==> config.mk <==
export PLATFORM = sky130hd
export DESIGN_NAME = kmp_substring_search_flat
export DESIGN_NICKNAME = d
export VERILOG_FILES = /design/src/rtl/core/kmp_pkg.sv /design/src/rtl/core/kmp_text_if.sv /design/src/rtl/core/kmp_result_if.sv /design/src/rtl/core/kmp_front.sv /design/src/rtl/core/kmp_links.sv /design/src/rtl/core/kmp_back.sv /design/src/rtl/core/kmp_substring_search.sv /design/src/flat_wrapper.sv
export VERILOG_INCLUDE_DIRS = /design/src /design/src/rtl/core
export SDC_FILE = /design/constraint.sdc
export NUM_CORES = 1
export LEC_CHECK = 0
export ABC_AREA = 1
export BUFFER_PORTS_ARGS = -buffer_cell sky130_fd_sc_hd__buf_4
export CAP_MARGIN = 20
export CORE_MARGIN = 4
export CORE_UTILIZATION = 62
export CTS_CLUSTER_DIAMETER = 100
export DETAILED_ROUTE_END_ITERATION = 8
export GPL_TIMING_DRIVEN = 1
export PLACE_DENSITY = 0.78
export SETUP_SLACK_MARGIN = 0.3
export SLEW_MARGIN = 30
export SYNTH_ARGS = -nofsm -noshare
export SYNTH_HDL_FRONTEND = slang
export SYNTH_SLANG_ARGS = --single-unit
==> constraint.sdc <==
create_clock -name i_clk -period 5.2 [get_ports i_clk]
set_input_delay 0.78 -clock i_clk [delete_from_list [all_inputs] [get_ports i_clk]]
set_output_delay 0.78 -clock i_clk [all_outputs]
set_load 0.02 [all_outputs]
==> src/rtl/core/kmp_substring_search_defines.svh <==
// ----------------------------------------------------------------------------
// kmp_substring_search_defines
// Assertion macros shared by the substring search RTL.
// ----------------------------------------------------------------------------
`ifndef KMP_SUBSTRING_SEARCH_DEFINES_SVH
`define KMP_SUBSTRING_SEARCH_DEFINES_SVH
`ifndef NO_ASSERTIONS
`define KMP_ASSERT(lbl, prop) \
    lbl: assert property (@(posedge i_clk) disable iff (!i_rst_n) (prop)) \
        else $error("kmp assertion failed");
`define KMP_ASSERT_IMPL(lbl, cond, expr) \
    lbl: assert property (@(posedge i_clk) disable iff (!i_rst_n) (cond) |-> (expr)) \
        else $error("kmp assertion failed");
`else
`define KMP_ASSERT(lbl, prop)
`define KMP_ASSERT_IMPL(lbl, cond, expr)
`endif
`endif

==> src/rtl/core/kmp_pkg.sv <==
// ----------------------------------------------------------------------------
// kmp_pkg
// Types, constants and helpers for the substring search block.
// ----------------------------------------------------------------------------
`default_nettype none
package kmp_pkg;

    localparam int MAX_PATTERN   = 16;
    localparam int IDX_BITS      = $clog2(MAX_PATTERN);
    localparam int LEN_BITS      = IDX_BITS + 1;
    localparam int POSITION_BITS = 16;
    localparam int MATCH_BITS    = 16;
    localparam int CFG_BITS      = 64;
    localparam int PAT_BITS      = 8 * MAX_PATTERN;

    typedef logic [7:0]          t_byte;
    typedef logic [IDX_BITS-1:0] t_idx;
    typedef logic [LEN_BITS-1:0] t_len;   // also a link plus one: 0 means no link
    typedef logic [PAT_BITS-1:0] t_pattern;

    typedef enum logic [1:0] {
        CFG_PAT_LOW  = 2'd0,
        CFG_PAT_HIGH = 2'd1,
        CFG_PAT_LEN  = 2'd2
    } t_cfg_idx;

    typedef struct packed {
        logic busy;   // failure table being built
        logic clear;  // abort current text
    } t_ctrl;

    function automatic t_byte pat_byte(input t_pattern pat, input t_idx k);
        pat_byte = pat[8*k +: 8];
    endfunction

endpackage
`default_nettype wire

==> src/rtl/core/kmp_text_if.sv <==
// ----------------------------------------------------------------------------
// kmp_text_if
// Text word channel: one text byte and its last-byte flag.
// ----------------------------------------------------------------------------
`default_nettype none
interface kmp_text_if;
    import kmp_pkg::*;

    logic  valid;
    logic  ready;
    t_byte text_byte;
    logic  is_final;

    modport source (output valid, output text_byte, output is_final, input ready);
    modport sink   (input valid, input text_byte, input is_final, output ready);
endinterface
`default_nettype wire

==> src/rtl/core/kmp_result_if.sv <==
// ----------------------------------------------------------------------------
// kmp_result_if
// Result word channel: found flag and start offset of the match.
// ----------------------------------------------------------------------------
`default_nettype none
interface kmp_result_if;
    import kmp_pkg::*;

    logic                  valid;
    logic                  ready;
    logic                  found;
    logic [MATCH_BITS-1:0] match_index;

    modport source (output valid, output found, output match_index, input ready);
    modport sink   (input valid, input found, input match_index, output ready);
endinterface
`default_nettype wire

==> src/rtl/core/kmp_front.sv <==
// ----------------------------------------------------------------------------
// kmp_front
// Input side: takes text words into a two-entry queue, holds off while the
// failure table is built.
// ----------------------------------------------------------------------------
`default_nettype none
`include "kmp_substring_search_defines.svh"
module kmp_front
    import kmp_pkg::*;
(
    input  wire         i_clk,
    input  wire         i_rst_n,
    input  t_ctrl       i_ctrl,
    kmp_text_if.sink    i_text,
    kmp_text_if.source  o_queue
);

    localparam int DEPTH = 2;

    t_byte      r_byte  [DEPTH];
    logic       r_final [DEPTH];
    logic       r_wr;
    logic       r_rd;
    logic [1:0] r_count;

    logic push;
    logic pop;

    assign i_text.ready    = (r_count != 2'(DEPTH)) && !i_ctrl.busy;
    assign push            = i_text.valid && i_text.ready;
    assign o_queue.valid   = (r_count != 2'd0);
    assign o_queue.text_byte = r_byte[r_rd];
    assign o_queue.is_final  = r_final[r_rd];
    assign pop             = o_queue.valid && o_queue.ready;

    always_ff @(posedge i_clk) begin
        if (!i_rst_n || i_ctrl.clear) begin
            r_wr    <= 1'b0;
            r_rd    <= 1'b0;
            r_count <= 2'd0;
        end else begin
            if (push) begin
                r_wr <= ~r_wr;
            end
            if (pop) begin
                r_rd <= ~r_rd;
            end
            r_count <= r_count + 2'(push) - 2'(pop);
        end
    end

    always_ff @(posedge i_clk) begin
        if (push) begin
            r_byte[r_wr]  <= i_text.text_byte;
            r_final[r_wr] <= i_text.is_final;
        end
    end

    `KMP_ASSERT(a_no_overflow, r_count <= 2'(DEPTH))
    `KMP_ASSERT_IMPL(a_ptr_track, r_count == 2'd0 || r_count == 2'(DEPTH), r_wr == r_rd)
    `KMP_ASSERT_IMPL(a_empty_while_build, i_ctrl.busy && !i_ctrl.clear, !push)

endmodule
`default_nettype wire

==> src/rtl/core/kmp_links.sv <==
// ----------------------------------------------------------------------------
// kmp_links
// Pattern registers and failure table: rebuilds the optimized table one step
// per cycle after reset and after every write to the pattern or length register.
// ----------------------------------------------------------------------------
`default_nettype none
`include "kmp_substring_search_defines.svh"
module kmp_links
    import kmp_pkg::*;
(
    input  wire                 i_clk,
    input  wire                 i_rst_n,
    input  wire                 i_cfg_we,
    input  wire [1:0]           i_cfg_index,
    input  wire [CFG_BITS-1:0]  i_cfg_data,
    input  t_idx                i_link_addr,
    output t_len                o_link_data,
    output t_pattern            o_pattern,
    output t_len                o_len,
    output t_ctrl               o_ctrl
);

    logic [CFG_BITS-1:0] r_pat_low;
    logic [CFG_BITS-1:0] r_pat_high;
    t_len                r_len_raw;
    t_len                r_link [MAX_PATTERN];
    logic                r_busy;
    logic                r_clear;
    t_idx                r_bi;
    t_len                r_bjp1;

    t_pattern pat;
    t_len     len;
    t_idx     jm1;
    t_idx     ni;
    t_idx     nj;
    logic     hit;
    logic     done;
    t_idx     rd_addr;
    t_len     rd_data;
    t_len     wr_data;
    logic     cfg_hit;

    assign pat = {r_pat_high[PAT_BITS-CFG_BITS-1:0], r_pat_low};
    assign len = (r_len_raw > LEN_BITS'(MAX_PATTERN)) ? LEN_BITS'(MAX_PATTERN) : r_len_raw;

    always_comb begin
        jm1     = IDX_BITS'(r_bjp1 - LEN_BITS'(1));
        ni      = r_bi + IDX_BITS'(1);
        nj      = IDX_BITS'(r_bjp1);
        hit     = (r_bjp1 == '0) || (pat_byte(pat, r_bi) == pat_byte(pat, jm1));
        done    = (LEN_BITS'(r_bi) + LEN_BITS'(1)) >= len;
        rd_addr = r_busy ? (hit ? nj : jm1) : i_link_addr;
        rd_data = (rd_addr == '0) ? '0 : r_link[rd_addr];
        wr_data = (pat_byte(pat, ni) == pat_byte(pat, nj)) ? rd_data
                                                           : r_bjp1 + LEN_BITS'(1);
        cfg_hit = 1'b0;
        if (i_cfg_we) begin
            unique case (i_cfg_index) inside
                CFG_PAT_LOW, CFG_PAT_HIGH, CFG_PAT_LEN: cfg_hit = 1'b1;
                default:                                cfg_hit = 1'b0;
            endcase
        end
    end

    always_ff @(posedge i_clk) begin
        if (!i_rst_n) begin
            r_pat_low  <= '0;
            r_pat_high <= '0;
            r_len_raw  <= '0;
            r_busy     <= 1'b1;
            r_clear    <= 1'b0;
            r_bi       <= '0;
            r_bjp1     <= '0;
        end else begin
            r_clear <= cfg_hit;
            if (cfg_hit) begin
                r_busy <= 1'b1;
                r_bi   <= '0;
                r_bjp1 <= '0;
                unique case (i_cfg_index)
                    CFG_PAT_LOW:  r_pat_low  <= i_cfg_data;
                    CFG_PAT_HIGH: r_pat_high <= i_cfg_data;
                    CFG_PAT_LEN:  r_len_raw  <= i_cfg_data[LEN_BITS-1:0];
                    default:      r_len_raw  <= r_len_raw;
                endcase
            end else if (r_busy) begin
                if (done) begin
                    r_busy <= 1'b0;
                end else if (hit) begin
                    r_bi   <= ni;
                    r_bjp1 <= r_bjp1 + LEN_BITS'(1);
                end else begin
                    r_bjp1 <= rd_data;
                end
            end
        end
    end

    always_ff @(posedge i_clk) begin
        if (r_busy && !cfg_hit && !done && hit) begin
            r_link[ni] <= wr_data;
        end
    end

    assign o_link_data = rd_data;
    assign o_pattern   = pat;
    assign o_len       = len;
    assign o_ctrl      = '{busy: r_busy, clear: r_clear};

    `KMP_ASSERT_IMPL(a_j_below_i, r_busy, r_bjp1 <= LEN_BITS'(r_bi))
    `KMP_ASSERT_IMPL(a_i_in_pattern, r_busy && len != '0, LEN_BITS'(r_bi) < len)

endmodule
`default_nettype wire

==> src/rtl/core/kmp_back.sv <==
// ----------------------------------------------------------------------------
// kmp_back
// Search engine: advances the match length for each queued text word,
// following one failure link per cycle, and registers the result word.
// ----------------------------------------------------------------------------
`default_nettype none
`include "kmp_substring_search_defines.svh"
module kmp_back
    import kmp_pkg::*;
(
    input  wire           i_clk,
    input  wire           i_rst_n,
    input  t_ctrl         i_ctrl,
    input  t_pattern      i_pattern,
    input  t_len          i_len,
    input  t_len          i_link_data,
    output t_idx          o_link_addr,
    kmp_text_if.sink      i_queue,
    kmp_result_if.source  o_result
);

    typedef enum logic {S_IDLE, S_SCAN} t_state;

    t_state                   r_state;
    t_len                     r_jp1;
    t_byte                    r_c;
    logic                     r_last;
    t_len                     r_matched;
    logic [POSITION_BITS-1:0] r_pos;
    logic                     r_answer;
    logic                     r_out_valid;
    logic                     r_out_found;
    logic [MATCH_BITS-1:0]    r_out_index;

    t_state                   n_state;
    t_len                     n_jp1;
    t_byte                    n_c;
    logic                     n_last;
    t_len                     n_matched;
    logic [POSITION_BITS-1:0] n_pos;
    logic                     n_answer;
    logic                     n_out_valid;
    logic                     n_out_found;
    logic [MATCH_BITS-1:0]    n_out_index;

    logic                     out_free;
    logic                     pop;
    logic                     hit;
    t_idx                     jm1;
    logic [POSITION_BITS-1:0] pos_inc;
    logic [POSITION_BITS-1:0] start;

    assign out_free      = !r_out_valid || o_result.ready;
    assign i_queue.ready = (r_state == S_IDLE) && out_free && !i_ctrl.busy;
    assign pop           = i_queue.valid && i_queue.ready;
    assign jm1           = IDX_BITS'(r_jp1 - LEN_BITS'(1));
    assign o_link_addr   = jm1;
    assign hit           = (r_jp1 == '0) || (pat_byte(i_pattern, jm1) == r_c);
    assign pos_inc       = (r_pos == '1) ? r_pos : r_pos + POSITION_BITS'(1);
    assign start         = r_pos + POSITION_BITS'(1) - POSITION_BITS'(i_len);

    always_comb begin
        n_state     = r_state;
        n_jp1       = r_jp1;
        n_c         = r_c;
        n_last      = r_last;
        n_matched   = r_matched;
        n_pos       = r_pos;
        n_answer    = r_answer;
        n_out_valid = r_out_valid && !o_result.ready;
        n_out_found = r_out_found;
        n_out_index = r_out_index;
        unique case (r_state)
            S_IDLE: begin
                if (pop) begin
                    if (r_answer) begin
                        if (i_queue.is_final) begin
                            n_matched = '0;
                            n_pos     = '0;
                            n_answer  = 1'b0;
                        end
                    end else if (i_len == '0) begin
                        n_out_valid = 1'b1;
                        n_out_found = 1'b1;
                        n_out_index = MATCH_BITS'(r_pos);
                        if (i_queue.is_final) begin
                            n_matched = '0;
                            n_pos     = '0;
                            n_answer  = 1'b0;
                        end else begin
                            n_answer = 1'b1;
                        end
                    end else begin
                        n_c     = i_queue.text_byte;
                        n_last  = i_queue.is_final;
                        n_jp1   = r_matched + LEN_BITS'(1);
                        n_state = S_SCAN;
                    end
                end
            end
            S_SCAN: begin
                if (!hit) begin
                    n_jp1 = i_link_data;
                end else begin
                    n_state = S_IDLE;
                    if (r_jp1 >= i_len) begin
                        n_out_valid = 1'b1;
                        n_out_found = 1'b1;
                        n_out_index = MATCH_BITS'(start);
                        n_matched   = '0;
                        if (r_last) begin
                            n_pos    = '0;
                            n_answer = 1'b0;
                        end else begin
                            n_pos    = pos_inc;
                            n_answer = 1'b1;
                        end
                    end else if (r_last) begin
                        n_out_valid = 1'b1;
                        n_out_found = 1'b0;
                        n_out_index = '0;
                        n_matched   = '0;
                        n_pos       = '0;
                        n_answer    = 1'b0;
                    end else begin
                        n_matched = r_jp1;
                        n_pos     = pos_inc;
                    end
                end
            end
            default: n_state = S_IDLE;
        endcase
    end

    always_ff @(posedge i_clk) begin
        if (!i_rst_n) begin
            r_state     <= S_IDLE;
            r_matched   <= '0;
            r_pos       <= '0;
            r_answer    <= 1'b0;
            r_out_valid <= 1'b0;
        end else if (i_ctrl.clear) begin
            r_state     <= S_IDLE;
            r_matched   <= '0;
            r_pos       <= '0;
            r_answer    <= 1'b0;
            r_out_valid <= n_out_valid;
        end else begin
            r_state     <= n_state;
            r_matched   <= n_matched;
            r_pos       <= n_pos;
            r_answer    <= n_answer;
            r_out_valid <= n_out_valid;
        end
        r_jp1       <= n_jp1;
        r_c         <= n_c;
        r_last      <= n_last;
        r_out_found <= n_out_found;
        r_out_index <= n_out_index;
    end

    assign o_result.valid       = r_out_valid;
    assign o_result.found       = r_out_found;
    assign o_result.match_index = r_out_index;

    `KMP_ASSERT_IMPL(a_answer_no_partial, r_answer, r_matched == '0)
    `KMP_ASSERT(a_matched_short, i_ctrl.clear || r_matched < i_len || r_matched == '0)
    `KMP_ASSERT_IMPL(a_scan_bounded, r_state == S_SCAN, r_jp1 <= i_len && !i_ctrl.busy)
    `KMP_ASSERT_IMPL(a_out_free_at_scan, r_state == S_SCAN, !r_out_valid)

endmodule
`default_nettype wire

==> src/rtl/core/kmp_substring_search.sv <==
// ----------------------------------------------------------------------------
// kmp_substring_search
// Streaming first-occurrence substring search with a pattern of up to 16 bytes.
// ----------------------------------------------------------------------------
// Usage:
//   Write the pattern through the register port (index 0: bytes 0-7, index 1:
//   bytes 8-15, index 2: length). Each write rebuilds the failure table, and
//   the text channel is held off while the table is being rebuilt.
//   Text words carry one byte and a last-byte flag. One result word is given
//   per text: found with the start offset of the first match, or not found
//   on the last byte. Bytes after a match give nothing; the last byte
//   restarts the search.
//   The deciding byte leaves the queue and is compared in the scan state,
//   which follows one failure link per mismatch before the result word is
//   registered. The engine takes no new byte until it has finished the last one.
//   A two-word input queue decouples the text channel from the engine.
//   Reset clears the search state and the pattern, then builds the table for
//   an empty pattern before the first word is taken.
//   When the result receiver stalls, a pending result word holds the engine
//   before its next byte, the input queue fills, then ready drops.
// ----------------------------------------------------------------------------
`default_nettype none
module kmp_substring_search
    import kmp_pkg::*;
(
    input  wire                 i_clk,
    input  wire                 i_rst_n,
    input  wire                 i_cfg_we,
    input  wire [1:0]           i_cfg_index,
    input  wire [CFG_BITS-1:0]  i_cfg_data,
    kmp_text_if.sink            i_text,
    kmp_result_if.source        o_result
);

    t_ctrl    ctrl;
    t_pattern pattern;
    t_len     len;
    t_idx     link_addr;
    t_len     link_data;

    kmp_text_if queue_if ();

    kmp_links u_links (
        .i_clk       (i_clk),
        .i_rst_n     (i_rst_n),
        .i_cfg_we    (i_cfg_we),
        .i_cfg_index (i_cfg_index),
        .i_cfg_data  (i_cfg_data),
        .i_link_addr (link_addr),
        .o_link_data (link_data),
        .o_pattern   (pattern),
        .o_len       (len),
        .o_ctrl      (ctrl)
    );

    kmp_front u_front (
        .i_clk   (i_clk),
        .i_rst_n (i_rst_n),
        .i_ctrl  (ctrl),
        .i_text  (i_text),
        .o_queue (queue_if.source)
    );

    kmp_back u_back (
        .i_clk       (i_clk),
        .i_rst_n     (i_rst_n),
        .i_ctrl      (ctrl),
        .i_pattern   (pattern),
        .i_len       (len),
        .i_link_data (link_data),
        .o_link_addr (link_addr),
        .i_queue     (queue_if.sink),
        .o_result    (o_result)
    );

endmodule
`default_nettype wire

==> src/flat_wrapper.sv <==
// flat-port wrapper written by rule: the top's interface ports become plain ports
module kmp_substring_search_flat import kmp_pkg::*;
  (i_clk, i_rst_n, i_cfg_we, i_cfg_index, i_cfg_data, i_text_valid, i_text_text_byte, i_text_is_final, i_text_ready, o_result_valid, o_result_found, o_result_match_index, o_result_ready);
  kmp_text_if i_text_i ();
  kmp_result_if o_result_i ();
  input  wire i_clk;
  input  wire i_rst_n;
  input  wire i_cfg_we;
  input  wire [1:0] i_cfg_index;
  input  wire [CFG_BITS-1:0] i_cfg_data;
  input wire logic [$bits(i_text_i.valid)-1:0] i_text_valid;
  input wire logic [$bits(i_text_i.text_byte)-1:0] i_text_text_byte;
  input wire logic [$bits(i_text_i.is_final)-1:0] i_text_is_final;
  output wire logic [$bits(i_text_i.ready)-1:0] i_text_ready;
  output wire logic [$bits(o_result_i.valid)-1:0] o_result_valid;
  output wire logic [$bits(o_result_i.found)-1:0] o_result_found;
  output wire logic [$bits(o_result_i.match_index)-1:0] o_result_match_index;
  input wire logic [$bits(o_result_i.ready)-1:0] o_result_ready;
  assign i_text_i.valid = i_text_valid;
  assign i_text_i.text_byte = i_text_text_byte;
  assign i_text_i.is_final = i_text_is_final;
  assign i_text_ready = i_text_i.ready;
  assign o_result_valid = o_result_i.valid;
  assign o_result_found = o_result_i.found;
  assign o_result_match_index = o_result_i.match_index;
  assign o_result_i.ready = o_result_ready;
  kmp_substring_search u_core (.i_clk(i_clk), .i_rst_n(i_rst_n), .i_cfg_we(i_cfg_we), .i_cfg_index(i_cfg_index), .i_cfg_data(i_cfg_data), .i_text(i_text_i), .o_result(o_result_i));
endmodule
==> flow_metrics.tcl, run 1 <==
set metrics [dict create \
    setup_slack_ns 0.548 \
    power_leakage_nw 7.84 \
    layoutNonFillerInstCount 3119 \
    crit_path_end_kind "flop" \
    placedInstanceArea_um2 19600 \
    finalWorstPathRequiredPeriod_ns 4.65 \
    crit_type "reg -> reg" \
    insertedDiodeCount 0 \
    synth.yosys.seq_area_share 0.386 \
    wl_mm 69.4 \
    worst_skew_pair.late_latency_ns 0.59 \
    ios 99 \
    synth.avg_cell_area_um2 6.91 \
    critical_path.reg2reg.startpoint "u_core.u_links.r_bi[2]" \
    synth_area_leader_cell "sky130_fd_sc_hd__edfxtp_1" \
    die_width_um 181 \
    grt_usage 0.402 \
    htree_num_levels 1 \
    synth-adder-area-share 0.0199 \
    via_per_inst 6.50 \
    fp.dieH_um 181 \
    clock_tree.root_cell "sky130_fd_sc_hd__clkbuf_16" \
    floorplan.die_area_um2 32900 \
    synth_area_um2 18600 \
    timing.hold.worst.class "in -> reg" \
    outcome "completed" \
    cp-startpoint "u_core.u_links.r_bi[2]" \
    yosysUniqueCellTypes 45 \
    xor_xnor_cell_area_share_of_the_yosys_netlist 0.0216 \
    grt_max_degree 134 \
    synthArstFlopShare 0 \
    reg2reg_to "u_core.u_links.r_link[1][3]" \
    largest_family_of_logic_cells_by_synthesized_area "simple AND/OR/NAND/NOR gates" \
    drive_above_1_share 0.0894 \
    cts_buffers 31 \
    synth.top_cells.by_count "sky130_fd_sc_hd__nand2_1, sky130_fd_sc_hd__a21oi_1, sky130_fd_sc_hd__o21ai_0, sky130_fd_sc_hd__nand3_1, sky130_fd_sc_hd__inv_1" \
    reg2reg_path_depth 14 \
    dp_slack_ns 0.719 \
    synth_warnings 0 \
    synth_compound_gate_area_share 0.233 \
    first_global_vias 18800 \
    endpoint "u_core.u_links.r_link[1][3]" \
    setup_violators_final 0 \
    netlist.area_leader.share 0.200 \
    muxShareOfSynthArea 0 \
    grt_setup_unrepaired "no" \
    number_of_routed_nets_with_antenna_violations 0 \
    syn_inst 2695 \
    path_clk_slew_ns 0.06 \
    timing_max_transition_violations_final 0 \
    drt-initial-drc-count 3260 \
    reg_to_reg_setup_timing_slack_ns 0.55 \
    dp.cells 3063 \
    routedWlPerCell_um 22.2 \
    post-dp-hpwl_mm 46.8 \
    p_per_area_nw_per_um2 527 \
    first_pass_iters 8 \
    final_area_um2 20500 \
    peakVddDrop_uv 315 \
    std_cell_rows 63 \
    critPathArrivalTime_ns 4.86 \
    syn2layout_area_growth_pct 10.1 \
    tritoncts "built" \
    antenna_found_initial 0 \
    final-hold-violation-count 0 \
    synth_simple_gate_area_share 0.241 \
    grt_pass1_wl_mm 105 \
    yosys_most_used_dff "sky130_fd_sc_hd__dfxtp_1" \
    achievable-frequency_ghz 0.215 \
    n_fill_cell 2603 \
    final.setup_skew_ns 0.0173 \
    core_area_um2 29600 \
    timing.final.crit_share 0.895 \
    holdCritStartpoint "i_text_text_byte[0]" \
    number_of_flops_mapped_to_enable_cells_by_yosys 124 \
    critPathMaxFanout 11 \
    finalSetupTns_ns 0 \
    count_of_port_buffers_added_during_placement 98 \
    globalRouteOverflowTotal 0 \
    postSynthNetCount 2804 \
    cp_startpoint_kind "flop" \
    timing.max_slew.rel_slack 0.284 \
    synth-seq-cells 297 \
    via_count 20300 \
    synth.most_common_cell "sky130_fd_sc_hd__nand2_1" \
    hold_ws_ns 0.384 \
    cts_num_sinks 297 \
    detail_route.drc_violations 0 \
    cts.path.max_buffers 3 \
    fin_nets 2815 \
    top_post_synthesis_cells_by_area "sky130_fd_sc_hd__edfxtp_1, sky130_fd_sc_hd__dfxtp_1, sky130_fd_sc_hd__nand2_1, sky130_fd_sc_hd__a21oi_1, sky130_fd_sc_hd__o21ai_0" \
    required_ns 5.41 \
    cap_violations 0 \
    start_util 0.628 \
    post_cts.repair.setup_buffers 0 \
    least_margin_pin_slew_ns 1.06 \
    gp_routability_congestion 0.996 \
]
==> power breakdown <==
group          switching, mW  internal (mW)
Clock                  0.955           1.10
Combinational           4.11           1.71
Sequential             0.157           2.77
Total                   5.22           5.58
==> registers in the layout, indices dropped and copies added (netlist names), 2 cells and up, named ones only <==
| name | flops |
|---|---|
| u_core.u_back.o_result.match_index | 16 |
| u_core.u_links.r_bjp1 | 5 |
| u_core.u_back.r_matched | 5 |
| u_core.u_front.r_final | 2 |
| u_core.u_links.r_link | 75 |
| u_core.u_back.r_c | 8 |
| u_core.u_links.r_len_raw | 5 |
| u_core.u_links.r_bi | 4 |
| u_core.u_back.r_pos | 16 |
| u_core.u_front.r_byte | 16 |
| u_core.u_front.r_count | 2 |
| u_core.u_back.r_jp1 | 5 |
| u_core.u_links.r_pat_low | 64 |
| u_core.u_links.r_pat_high | 64 |
==> stage by stage <==
stage | utilization | total power [mW]
after floorplan | - | 6.74
after global placement | 0.661 | 8.40
after detailed placement | 0.661 | 8.50
after CTS | 0.691 | 10.5
after global routing | 0.692 | 11.3
final | 0.692 | 10.8
==> cells by family after synthesis <==
| family | after synthesis |
|---|---|
| simple gates | 1043 |
| compound gates | 833 |
| buf+inv | 448 |
| flops | 297 |
| xor+xnor | 45 |
| fa+ha+maj | 29 |
==> worst max-delay path, stage by stage (launching register included) <==
cell	delay [ns]
sky130_fd_sc_hd__dfxtp_1	0.76
sky130_fd_sc_hd__nand3_1	0.17
sky130_fd_sc_hd__xor2_1	0.41
sky130_fd_sc_hd__inv_1	0.25
sky130_fd_sc_hd__ha_1	0.34
sky130_fd_sc_hd__nand2_1	0.08
sky130_fd_sc_hd__o21a_1	0.12
sky130_fd_sc_hd__o311ai_0	0.32
sky130_fd_sc_hd__nor2_1	0.27
sky130_fd_sc_hd__inv_1	0.11
sky130_fd_sc_hd__nor2_2	0.29
sky130_fd_sc_hd__inv_1	0.17
sky130_fd_sc_hd__nor2_2	0.23
sky130_fd_sc_hd__nand2_1	0.17
sky130_fd_sc_hd__nor2_1	0.57
==> placed cells by master, fill, tap and decap left out, types with 6 or more instances in the layout <==
cell type                     n
sky130_fd_sc_hd__clkinv_1     8
sky130_fd_sc_hd__a211oi_1     7
sky130_fd_sc_hd__ha_1        28
sky130_fd_sc_hd__clkbuf_16   31
sky130_fd_sc_hd__nand2_1    545
sky130_fd_sc_hd__o21ai_1      6
sky130_fd_sc_hd__nand2_2      6
sky130_fd_sc_hd__nand4_1      9
sky130_fd_sc_hd__o21ai_0    363
sky130_fd_sc_hd__clkbuf_1     8
sky130_fd_sc_hd__o211ai_1     9
sky130_fd_sc_hd__a311oi_1     9
sky130_fd_sc_hd__inv_2        8
sky130_fd_sc_hd__a21oi_1    397
sky130_fd_sc_hd__dfxtp_1    171
sky130_fd_sc_hd__inv_1      250
sky130_fd_sc_hd__nor2_1     110
sky130_fd_sc_hd__o221ai_1     6
sky130_fd_sc_hd__xor2_1      30
sky130_fd_sc_hd__o22ai_1     14
sky130_fd_sc_hd__clkinv_2    10
sky130_fd_sc_hd__edfxtp_1   124
sky130_fd_sc_hd__buf_4      158
sky130_fd_sc_hd__nor4_1      13
sky130_fd_sc_hd__a21boi_0    10
sky130_fd_sc_hd__nor3_1      10
sky130_fd_sc_hd__nand3_1    326
sky130_fd_sc_hd__xnor2_1     13
==> area by class of cell <==
type,count,area [um2],share of cell area
Clock buffer,40,820,0.0400
Tap cell,390,488,0.0238
Sequential cell,297,7190,0.351
Clock inverter,16,78.8,0.00384
Timing Repair Buffer,163,1290,0.0627
Inverter,263,991,0.0483
Multi-Input combinational cell,1950,9650,0.470
==> layer usage <==
| layer | track usage | up-vias | wire length, um |
|---|---|---|---|
| met5 | 0 | - | 0 |
| met1 | 0.534 | 9149 | 25700 |
| met3 | 0.110 | 348 | 9910 |
| met4 | 0.208 | 0 | 4420 |
| li1 | - | 9183 | - |
| met2 | 0.604 | 1578 | 29300 |
==> worst min path at each step <==
stage	endpoint	slack, ns	depth (start not counted)
finish	u_core.u_front.r_byte[1][0]	0.38	1
global route	u_core.u_front.r_byte[1][0]	0.38	1
CTS	u_core.u_front.r_byte[1][0]	0.37	1
detailed placement	u_core.u_links.r_len_raw[2]	0.46	2
global placement	u_core.u_links.r_bjp1[4]	0.45	2
floorplan	u_core.u_links.r_bjp1[4]	0.43	2
==> timing repair <==
item,CTS,global route
hold buffers,0,0
gates resized for setup,0,2
endpoints found under the setup margin,0,30
No activity file was read; power rests on OpenSTA's default activity.
==> run 2, diff against run 1 <==
- RECOVER_POWER: unset -> 100
==> flow_metrics.tcl, run 2 (synthesized netlist as in run 1, its figures left out) <==
set metrics [dict create \
    wl_mm 69.3 \
    antenna_found_initial 0 \
    setup_slack_ns 0.241 \
    power_frac_clock 0.191 \
    fp.dieH_um 181 \
    final-hold-violation-count 0 \
    critical_path.reg2reg.startpoint "u_core.u_back.r_jp1[0]" \
    power_leakage_nw 7.73 \
    grt_pass1_wl_mm 105 \
    globalRouteOverflowTotal 0 \
    layout.cells.most_common "sky130_fd_sc_hd__nand2_1" \
    post-dp-hpwl_mm 46.8 \
    holdCritStartpoint "i_text_text_byte[0]" \
    p_per_area_nw_per_um2 529 \
    via_count 20200 \
    cts.path.max_buffers 3 \
    number_of_routed_nets_with_antenna_violations 0 \
    clock_tree.root_cell "sky130_fd_sc_hd__clkbuf_16" \
    cts_buffers 31 \
    cp_slowest_cell "sky130_fd_sc_hd__o21ai_0" \
    finalSetupTns_ns 0 \
    cp_startpoint_kind "flop" \
    path_cells "inv_1 -> ha_1 -> inv_1 -> buf_4 -> o21ai_0 -> a21oi_1 -> a211oi_1 -> o21ai_0 -> o22ai_1 -> nor2_1 -> and3_1 -> a21oi_1 -> nand2_1 -> o211ai_1 -> inv_1 -> clkbuf_2" \
    start_util 0.628 \
    p_sw_mw 5.21 \
    fin_nets 2815 \
    least_margin_pin_slew_ns 2.43 \
    timing.final.crit_share 0.954 \
    achievable-frequency_ghz 0.202 \
    critical-path-max-stage-delay_ns 0.85 \
    critical_path_buf_inv_count 5 \
    cp-startpoint "u_core.u_back.r_jp1[0]" \
    n_fill_cell 2633 \
    violations "capacitance limit, slew limit" \
    worst_skew_pair.late_latency_ns 0.58 \
    core_area_um2 29600 \
    setup_violators_final 0 \
    ios 99 \
    std_cell_rows 63 \
    first_pass_iters 9 \
    path_clk_slew_ns 0.07 \
    timing.max_slew.rel_slack -0.627 \
    die_width_um 181 \
    timing.hold.worst.class "in -> reg" \
    gp_routability_congestion 0.996 \
    required_ns 5.42 \
    cts_hold_repair.buffers 0 \
    drt-initial-drc-count 3278 \
    grt_max_degree 134 \
    largest_register_ff_count 75 \
    drive_above_1_share 0.0770 \
    htree_num_levels 1 \
    cts_resizes 0 \
    tritoncts "built" \
    timing_max_transition_violations_final 202 \
    floorplan.die_area_um2 32900 \
    dp_slack_ns 0.719 \
    power.sequential.fraction 0.272 \
    final.setup_skew_ns 0.0150 \
    cap_violations 3 \
    cp_top_family "buffers and inverters" \
    comb_power_share 0.537 \
    critPathMostFrequentCell "sky130_fd_sc_hd__inv_1" \
    largest_reg_by_ff_count "u_core.u_links.r_link" \
    finalWorstPathRequiredPeriod_ns 4.96 \
    grt_usage 0.402 \
    count_of_port_buffers_added_during_placement 98 \
    critPathArrivalTime_ns 5.18 \
    layout_top_registers "u_core.u_links.r_link: 75 flops, u_core.u_links.r_pat_high: 64 flops, u_core.u_links.r_pat_low: 64 flops" \
    peakVddDrop_uv 315 \
    crit_path_end_kind "flop" \
    cts_num_sinks 297 \
    final_cell_mix "sky130_fd_sc_hd__nand2_1, sky130_fd_sc_hd__a21oi_1, sky130_fd_sc_hd__o21ai_0" \
    detail_route.drc_violations 0 \
    internal-power_mw 5.56 \
    routedWlPerCell_um 22.2 \
    switching_share 0.484 \
    critPathMaxFanout 17 \
    first_global_vias 18800 \
    grt_setup_unrepaired "no" \
    crit_type "reg -> reg" \
    via_per_inst 6.48 \
    outcome "finished, violations left" \
    insertedDiodeCount 0 \
    syn2layout_area_growth_pct 9.26 \
    post_cts.repair.setup_buffers 0 \
]
-- run 2: final cells by class --
cell class,instances,area [um2],share of cell area
tap,390,488,0.0240
timing repair buffer,163,1160,0.0569
inverter,263,991,0.0487
sequential,297,7190,0.354
clock buffer,40,820,0.0403
multi-input combinational,1950,9620,0.473
clock inverter,16,78.8,0.00387
-- run 2: path summary, 6_finish.rpt --
kind | cells after the start | slack, ns | endpoint
setup / recovery | 16 | 0.24 | u_core.u_back.o_result.match_index[3]
hold / removal | 1 | 0.41 | u_core.u_front.r_byte[0][0]
setup reg to reg | 16 | 0.24 | u_core.u_back.o_result.match_index[3]
hold reg to reg | 2 | 0.47 | u_core.u_links.r_bjp1[4]
-- run 2: per-layer routing --
metal | vias to the layer above | track usage | wire length (um)
li1 | 9182 | - | -
met1 | 9163 | 0.534 | 25700
met2 | 1519 | 0.604 | 29400
met3 | 340 | 0.110 | 9880
met4 | 0 | 0.208 | 4260
met5 | - | 0 | 0
-- run 2: power by group through the flow --
stage          Clock, mW  Sequential, mW  Combinational [mW]
2_1_floorplan          0            2.89                3.85
3_3_place_gp           0            2.97                5.43
3_5_place_dp           0            2.97                5.52
4_1_cts             2.05            2.92                5.56
5_1_grt             2.15            2.94                6.20
6_report            2.05            2.93                5.79
-- run 2: stage by stage --
stage | util | power, mW | hold slack, ns | area, um2 | std cells
global placement | 0.661 | 8.40 | 0.447 | 19600 | 3063
floorplan | - | 6.74 | 0.426 | 18600 | 2695
global route | 0.687 | 11.3 | 0.410 | 20400 | 3119
CTS | 0.691 | 10.5 | 0.373 | 20500 | 3119
finish | 0.687 | 10.8 | 0.406 | 20400 | 3119
detailed placement | 0.661 | 8.50 | 0.458 | 19600 | 3063
